[src/rtl/sgse_pkg.sv]
package sgse_pkg;

    // Vertex states as stored in the state banks.
    localparam logic [1:0] ST_SUSC = 2'd0;
    localparam logic [1:0] ST_INF  = 2'd1;
    localparam logic [1:0] ST_REM  = 2'd2;

    // Input command codes.
    localparam logic CMD_LOAD  = 1'b0;
    localparam logic CMD_ENTRY = 1'b1;

    // Configuration register indexes.
    localparam logic [1:0] CFG_INFECT_PROB = 2'd0;
    localparam logic [1:0] CFG_REMOVE_PROB = 2'd1;
    localparam logic [1:0] CFG_MAX_SWEEPS  = 2'd2;
    localparam logic [1:0] CFG_QUIET_LIMIT = 2'd3;

    // Configuration reset values.
    localparam logic [15:0] MAX_SWEEPS_RST  = 16'd1024;
    localparam logic [15:0] QUIET_LIMIT_RST = 16'd1;

    // Saturation limits.
    localparam logic [23:0] SUM_MAX    = 24'hFF_FFFF;
    localparam logic [15:0] QUIET_MAX  = 16'hFFFF;
    localparam logic [16:0] SWEEPS_MAX = 17'h1_FFFF;

    // Depth of the queue between the front and the back.
    localparam int QUEUE_DEPTH = 4;
    localparam int QUEUE_AW    = 2;

    // A classified input transaction as it travels through the queue.
    typedef struct packed {
        logic        is_load;
        logic [9:0]  vertex;
        logic [9:0]  neighbour;
        logic [15:0] weight;
        logic        use_edge;
        logic        complete;
        logic        sweep_end;
        logic [15:0] random_draw;
        logic [1:0]  init_state;
    } item_t;

    // Configuration register values.
    typedef struct packed {
        logic [15:0] infect_prob;
        logic [15:0] remove_prob;
        logic [15:0] max_sweeps;
        logic [15:0] quiet_limit;
    } cfg_t;

    // One result item.
    typedef struct packed {
        logic [9:0] out_vertex;
        logic [1:0] new_state;
        logic       sweep_end;
        logic       sweep_changed;
        logic       finished;
    } result_t;

endpackage

[src/rtl/sgse_front.sv]
module sgse_front
    import sgse_pkg::*;
(
    input  logic        aclk,
    input  logic        aresetn,
    input  logic        in_valid,
    output logic        in_ready,
    input  logic        command,
    input  logic [9:0]  vertex,
    input  logic [9:0]  neighbour,
    input  logic [15:0] weight,
    input  logic        no_edge,
    input  logic        last_of_vertex,
    input  logic        last_of_sweep,
    input  logic [15:0] random_draw,
    input  logic [1:0]  init_state,
    output logic        head_valid,
    output item_t       head,
    input  logic        pop
);

    item_t                 queue_reg [QUEUE_DEPTH];
    item_t                 in_item;
    logic [QUEUE_AW-1:0]   wr_ptr_reg, wr_ptr_next;
    logic [QUEUE_AW-1:0]   rd_ptr_reg, rd_ptr_next;
    logic [QUEUE_AW:0]     count_reg, count_next;
    logic                  push;

    // Classify the incoming transaction.
    always_comb begin
        in_item.is_load     = (command == CMD_LOAD);
        in_item.vertex      = vertex;
        in_item.neighbour   = neighbour;
        in_item.weight      = weight;
        in_item.use_edge    = !no_edge;
        in_item.complete    = last_of_vertex | last_of_sweep;
        in_item.sweep_end   = last_of_sweep;
        in_item.random_draw = random_draw;
        // State code three loads as removed.
        in_item.init_state  = (init_state == 2'd3) ? ST_REM : init_state;
    end

    assign in_ready   = (count_reg != (QUEUE_AW+1)'(QUEUE_DEPTH));
    assign push       = in_valid && in_ready;
    assign head_valid = (count_reg != '0);
    assign head       = queue_reg[rd_ptr_reg];

    // Queue pointers and fill count.
    always_comb begin
        wr_ptr_next = push ? wr_ptr_reg + 1'b1 : wr_ptr_reg;
        rd_ptr_next = pop ? rd_ptr_reg + 1'b1 : rd_ptr_reg;
        count_next  = count_reg;
        if (push && !pop) begin
            count_next = count_reg + 1'b1;
        end else if (pop && !push) begin
            count_next = count_reg - 1'b1;
        end
    end

    always_ff @(posedge aclk) begin
        if (!aresetn) begin
            wr_ptr_reg <= '0;
            rd_ptr_reg <= '0;
            count_reg  <= '0;
        end else begin
            wr_ptr_reg <= wr_ptr_next;
            rd_ptr_reg <= rd_ptr_next;
            count_reg  <= count_next;
        end
    end

    // Queue storage.
    always_ff @(posedge aclk) begin
        if (push) begin
            queue_reg[wr_ptr_reg] <= in_item;
        end
    end

endmodule

[config.mk]
export PLATFORM = sky130hd
export DESIGN_NAME = sgse_front
export DESIGN_NICKNAME = d
export VERILOG_FILES = /design/src/rtl/sgse_pkg.sv /design/src/rtl/sgse_front.sv
export SDC_FILE = /design/constraint.sdc
export NUM_CORES = 1
export LEC_CHECK = 0
export ABC_CLOCK_PERIOD_IN_PS = 2540
export BUFFER_PORTS_ARGS = -buffer_cell sky130_fd_sc_hd__buf_2
export CORE_MARGIN = 8
export CORE_UTILIZATION = 51
export CTS_CLUSTER_DIAMETER = 50
export DETAILED_ROUTE_END_ITERATION = 10
export PLACE_DENSITY = 0.84
export SLEW_MARGIN = 25
export SYNTH_ARGS = -nofsm -noshare
export SYNTH_HDL_FRONTEND = slang
export SYNTH_SLANG_ARGS = --single-unit
[constraint.sdc]
create_clock -name aclk -period 2.54 [get_ports aclk]
set_input_delay 0.254 -clock aclk [delete_from_list [all_inputs] [get_ports aclk]]
set_output_delay 0.254 -clock aclk [all_outputs]
set_load 0.005 [all_outputs]
# [Word level (Yosys, flattened, before mapping)]
# Memories as Yosys holds them, arrays and structs flattened. A register that Yosys moved wholly into a read port is not among the register bits.
# Cells that the tools add are included.
[classes] bitwise_logic=2 n_reduce_logical=8 div=0 n_eq_ne=2 n_lt_le_gt_ge=0 mux=7 mul=0 add_sub_neg=4 n_shift=0
[op_table] operator="2-bit two-way mux" count=3
[op_table] operator="3-bit two-way mux" count=2
[op_table] operator="2-bit by 1-bit adder with 2-bit output (second input constant)" count=2
[op_table] operator="3-bit by 1-bit adder with 3-bit output (second input constant)" count=1
[op_table] operator="1-bit logical AND" count=3
[op_table] operator="1-bit zero test" count=3
[op_table] operator="3-bit inequality test (second input constant)" count=1
[op_table] operator="3-bit nonzero test" count=1
[op_table] operator="3-bit by 1-bit subtractor with 3-bit output (second input constant)" count=1
[op_table] operator="2-bit == test (second input constant)" count=1
[op_table] operator="1-bit two-way mux" count=2
[op_table] operator="2-bit nonzero test" count=1
[op_table] operator="1-bit inverter" count=1
[op_table] operator="1-bit OR" count=1
[totals] mem_count=1 output_inout_bits=60 input_bits=62 ram_bits=232 register_bits=7 word_cells=27 latchBits=0 mem_bits_ro=0
[mem_list] name="queue_reg" depth=4 width=58 rd=1 rd_ports_with_merged_regs=1 wr=1 line="sgse_front.sv:22" source="item_t queue_reg [QUEUE_DEPTH];"

# [Depth between registers and ports, before layout]
[logic_depth] depth_word=6 mapped_depth=8 mapped_depth_nobuf=8

# [Least setup slack after synthesis]
# Ideal clock, no wire load.
[synth_timing] kind="register -> register" from="register count_reg[0]" to="memory queue_reg[2][0] (netlist bit), enable pin" n_path_buf=0 setup_ps=422 t_required_ps=2118 stages_incl_launch_ff=4 period_less_slack_ps=2570 t_arrival_ps=2148 slack_ps=-30 cell_sequence="dfxtp_1 > nor2_1 > a21boi_2 > and2_1"
[synth_between] elab_chain_cells=4
[synth_rtl] item="start, declared" line="sgse_front.sv:26" source="logic [QUEUE_AW:0] count_reg, count_next;"
[synth_rtl] item="start signal, assigned" line="sgse_front.sv:68" source="count_reg <= count_next;"
[synth_rtl] item="3-bit inequality test" line="sgse_front.sv:43" source="assign in_ready = (count_reg != (QUEUE_AW+1)'(QUEUE_DEPTH));"
[synth_rtl] item="1-bit logical AND" line="sgse_front.sv:44" source="assign push = in_valid && in_ready;"
[synth_rtl] item="net push" line="sgse_front.sv:27" source="logic push;"
[synth_rtl] item="1-bit two-way mux" line="sgse_front.sv:74" source="if (push) begin"
[synth_rtl] item="1-bit two-way mux (not written as such)" line="sgse_front.sv:75" source="queue_reg[wr_ptr_reg] <= in_item;"
[synth_rtl] item="end, declared" line="sgse_front.sv:22"
# The timed path passes the listed nets, and every way through them passes these cells.

==> impl_metrics.env <==
export IMPL_die_area_um2=21900
export IMPL_timing_rr_start="count_reg[0]"
export IMPL_dpl_hpwl_um=10880
export IMPL_cts_repair_resized=0
export IMPL_slew_headroom=0.6658
export IMPL_dieHeight_um=148.0
export IMPL_p_seq_frac=0.519
export IMPL_clk_latency_ns=0.49
export IMPL_min_to="queue_reg[1][19]"
export IMPL_track_usage=0.1590
export IMPL_leakagePower_uw=0.003839
export IMPL_ys_ff_latch=241
export IMPL_gp_congestion=0.7021
export IMPL_clock_root_buffer="clkbuf_16"
export IMPL_min_delay_start="last_of_vertex"
export IMPL_cp_required_ns=2.29
export IMPL_cts_sinks=241
export IMPL_ys_types=24
export IMPL_drc=0
export IMPL_finalHoldViolations=0
export IMPL_layout_drive_gt1_share=0.4116
export IMPL_grt_max_degree=38
export IMPL_synth_area_top_cells="edfxtp_1 78%, mux4_2 15%, dfxtp_1 2.0%"
export IMPL_syn2layout_area_growth_pct=25.48
export IMPL_viasPerCell=5.300
export IMPL_ys_warn_count=0
export IMPL_cpMaxStageDelayCell="mux4_2"
export IMPL_cts_max_level=1
export IMPL_crit_chain="buf_4 -> mux4_2 -> buf_2"
export IMPL_synth_fp_nets=424
export IMPL_ys_seq_area_frac=0.8046
export IMPL_pin_count=122
export IMPL_numCtsBuffers=24
export IMPL_cts_tree="yes"
export IMPL_final_period_utilization=0.9004
export IMPL_die_w_um=148.0
export IMPL_cp_depth=3
export IMPL_antenna_found_initial=0
export IMPL_final_util=0.6489
export IMPL_num_vias=4219
export IMPL_maxCapViolCount=0
export IMPL_layout_common_cells="232 x edfxtp_1, 121 x buf_2, 58 x mux4_2, 54 x dlygate4sd3_1, 25 x clkbuf_16"
export IMPL_min_path_cells=2
export IMPL_port_buffers=121
export IMPL_largest_reg_flops=232
export IMPL_clk_pin_slew_worst_paths_ns=0.06
export IMPL_crit_arrival_ns=2.03
export IMPL_drv_slew=0
export IMPL_yosysTopAreaCell="edfxtp_1"
export IMPL_internal_power_uw=7311
export IMPL_detail_route_iter0_violations=285
export IMPL_p_sw_frac=0.2227
export IMPL_fin_crit_ns=2.287
export IMPL_dp_cells=701
export IMPL_status="finished, final reports clean"
export IMPL_cp_start_kind="register"
export IMPL_drt_total_wl_um=17070
export IMPL_crit_buf_inv=2
export IMPL_critPathKind="register to output pin"
export IMPL_cp_slowest_stage_delay_ns=0.59
export IMPL_p_sw_uw=2095
export IMPL_power_share_clock=0.345
export IMPL_clockBufferDepth=3
export IMPL_rsz0062_at_grt="false"
export IMPL_timing_rr_end="count_reg[2]"
export IMPL_max_freq_mhz=437.2
export IMPL_antenna_cells=0
export IMPL_synthCells=356
export IMPL_fin_skew_ns=0.008217
export IMPL_pwr_share_comb=0.135
export IMPL_cp_top_family="multiplexers"
export IMPL_setup_viol=0
export IMPL_nets=624
export IMPL_detail_route_antenna_nets=0
export IMPL_initial_core_util=0.5171
export IMPL_crit_fanout=25
export IMPL_tightestPinTransition_ns=0.5013
export IMPL_rows=48
export IMPL_pwr_density_cell_nw_per_um2=843.9
export IMPL_dr_pass1_iters=4
export IMPL_hp_class="input pin to register"
export IMPL_synth_top_area_frac=0.7843
export IMPL_synth_avg_cell_area_um2=24.95
export IMPL_ir_drop_mv=0.6504
export IMPL_grt_pass1_wl_um=27080
export IMPL_rrSetupSlack_ns=0.43
export IMPL_post_drt_wl_per_cell_um=21.45
export IMPL_finalNonFillerCells=796
export IMPL_core_area_um2=17180
export IMPL_syn_area_um2=8882
export IMPL_end_kind="output pin"
export IMPL_final_common_cell="edfxtp_1"
export IMPL_setup_tns_ns=0
export IMPL_rr_worst_depth=8
export IMPL_gr_total_overflow=0
export IMPL_grt_pass1_vias=4829
## power groups by stage
stage | Combinational [uW] | Sequential, uW | Clock, uW
finish | 1270 | 4890 | 3250
global route | 1390 | 4910 | 3470
CTS | 1310 | 4890 | 3330
detailed placement | 1230 | 4970 | 0
global placement | 1200 | 4930 | 0
floorplan | 687 | 4920 | 0
## repair_timing
item	in CTS	in global routing
endpoints found under the setup margin	0	0
endpoints found under the hold margin	216	0
hold buffers	54	0
buffers inserted	0	0
## worst register-to-register path: stages, from the launching register on
cell and delay, ns:
dfxtp_1 0.42, nor2_1 0.09, a21boi_2 0.20, ha_1 0.22, inv_1 0.06, fa_1 0.39, xor2_1 0.19, or3_1 0.32
a21boi_0 0.16
## cell families after synthesis
kind of cell,count (synthesis),synth area share
AO/OA/AOI/OAI,3,0.002676
XOR/XNOR,4,0.003945
adder cells (fa/ha/maj),6,0.009297
buffers and inverters,21,0.01690
flip-flops,241,0.8046
multiplexers,61,0.1504
AND/OR/NAND/NOR,20,0.01211
## worst max-delay path by stage
stage | startpoint | endpoint | slack (ns)
3_3_place_gp | count_reg[0] | count_reg[2] | 0.62
4_1_cts | register | head[15] | 0.18
6_report | register | head[15] | 0.25
3_5_place_dp | count_reg[0] | count_reg[2] | 0.45
5_1_grt | register | head[10] | 0.10
2_1_floorplan | count_reg[0] | count_reg[2] | 0.53
## Yosys cell counts, drive strengths merged
library cell	n
buf	13
xnor2	2
and2	8
edfxtp	232
clkbuf	2
a21boi	2
nor2b	2
mux2i	3
dfxtp	9
ha	5
or3	2
o21ai	1
or2	1
mux4	58
nor2	1
xor2	2
nand2	6
fa	1
inv	6
## layout make-up
class,instances,area [um2]
Clock inverter,11,83.83
Inverter,6,22.52
Fill cell,1167,6031
Sequential cell,241,7154
Tap cell,225,281.5
Multi-Input combinational cell,94,1595
Timing Repair Buffer,189,1364
Clock buffer,30,644.4
## stage by stage
step                hold WS, ns  area (um2)  setup slack (ns)  power (uW)
global placement         0.4627        9877            0.6188        6124
CTS                     0.05298       11150            0.1789        9526
finish                  0.07271       11150            0.2529        9405
floorplan                0.3529        8887            0.5264        5608
detailed placement       0.4686        9877            0.4535        6203
global route            0.06340       11150            0.1049        9778
## routing by layer
layer	vias to the layer above	share of wire	GRT usage
met1	2178	0.40	0.1991
li1	1896	-	-
met2	132	0.53	0.2799
met5	-	0	0
met4	0	0.0070	0.03009
met3	13	0.059	0.03577
Note: power is estimated with default switching activity, not from simulation.
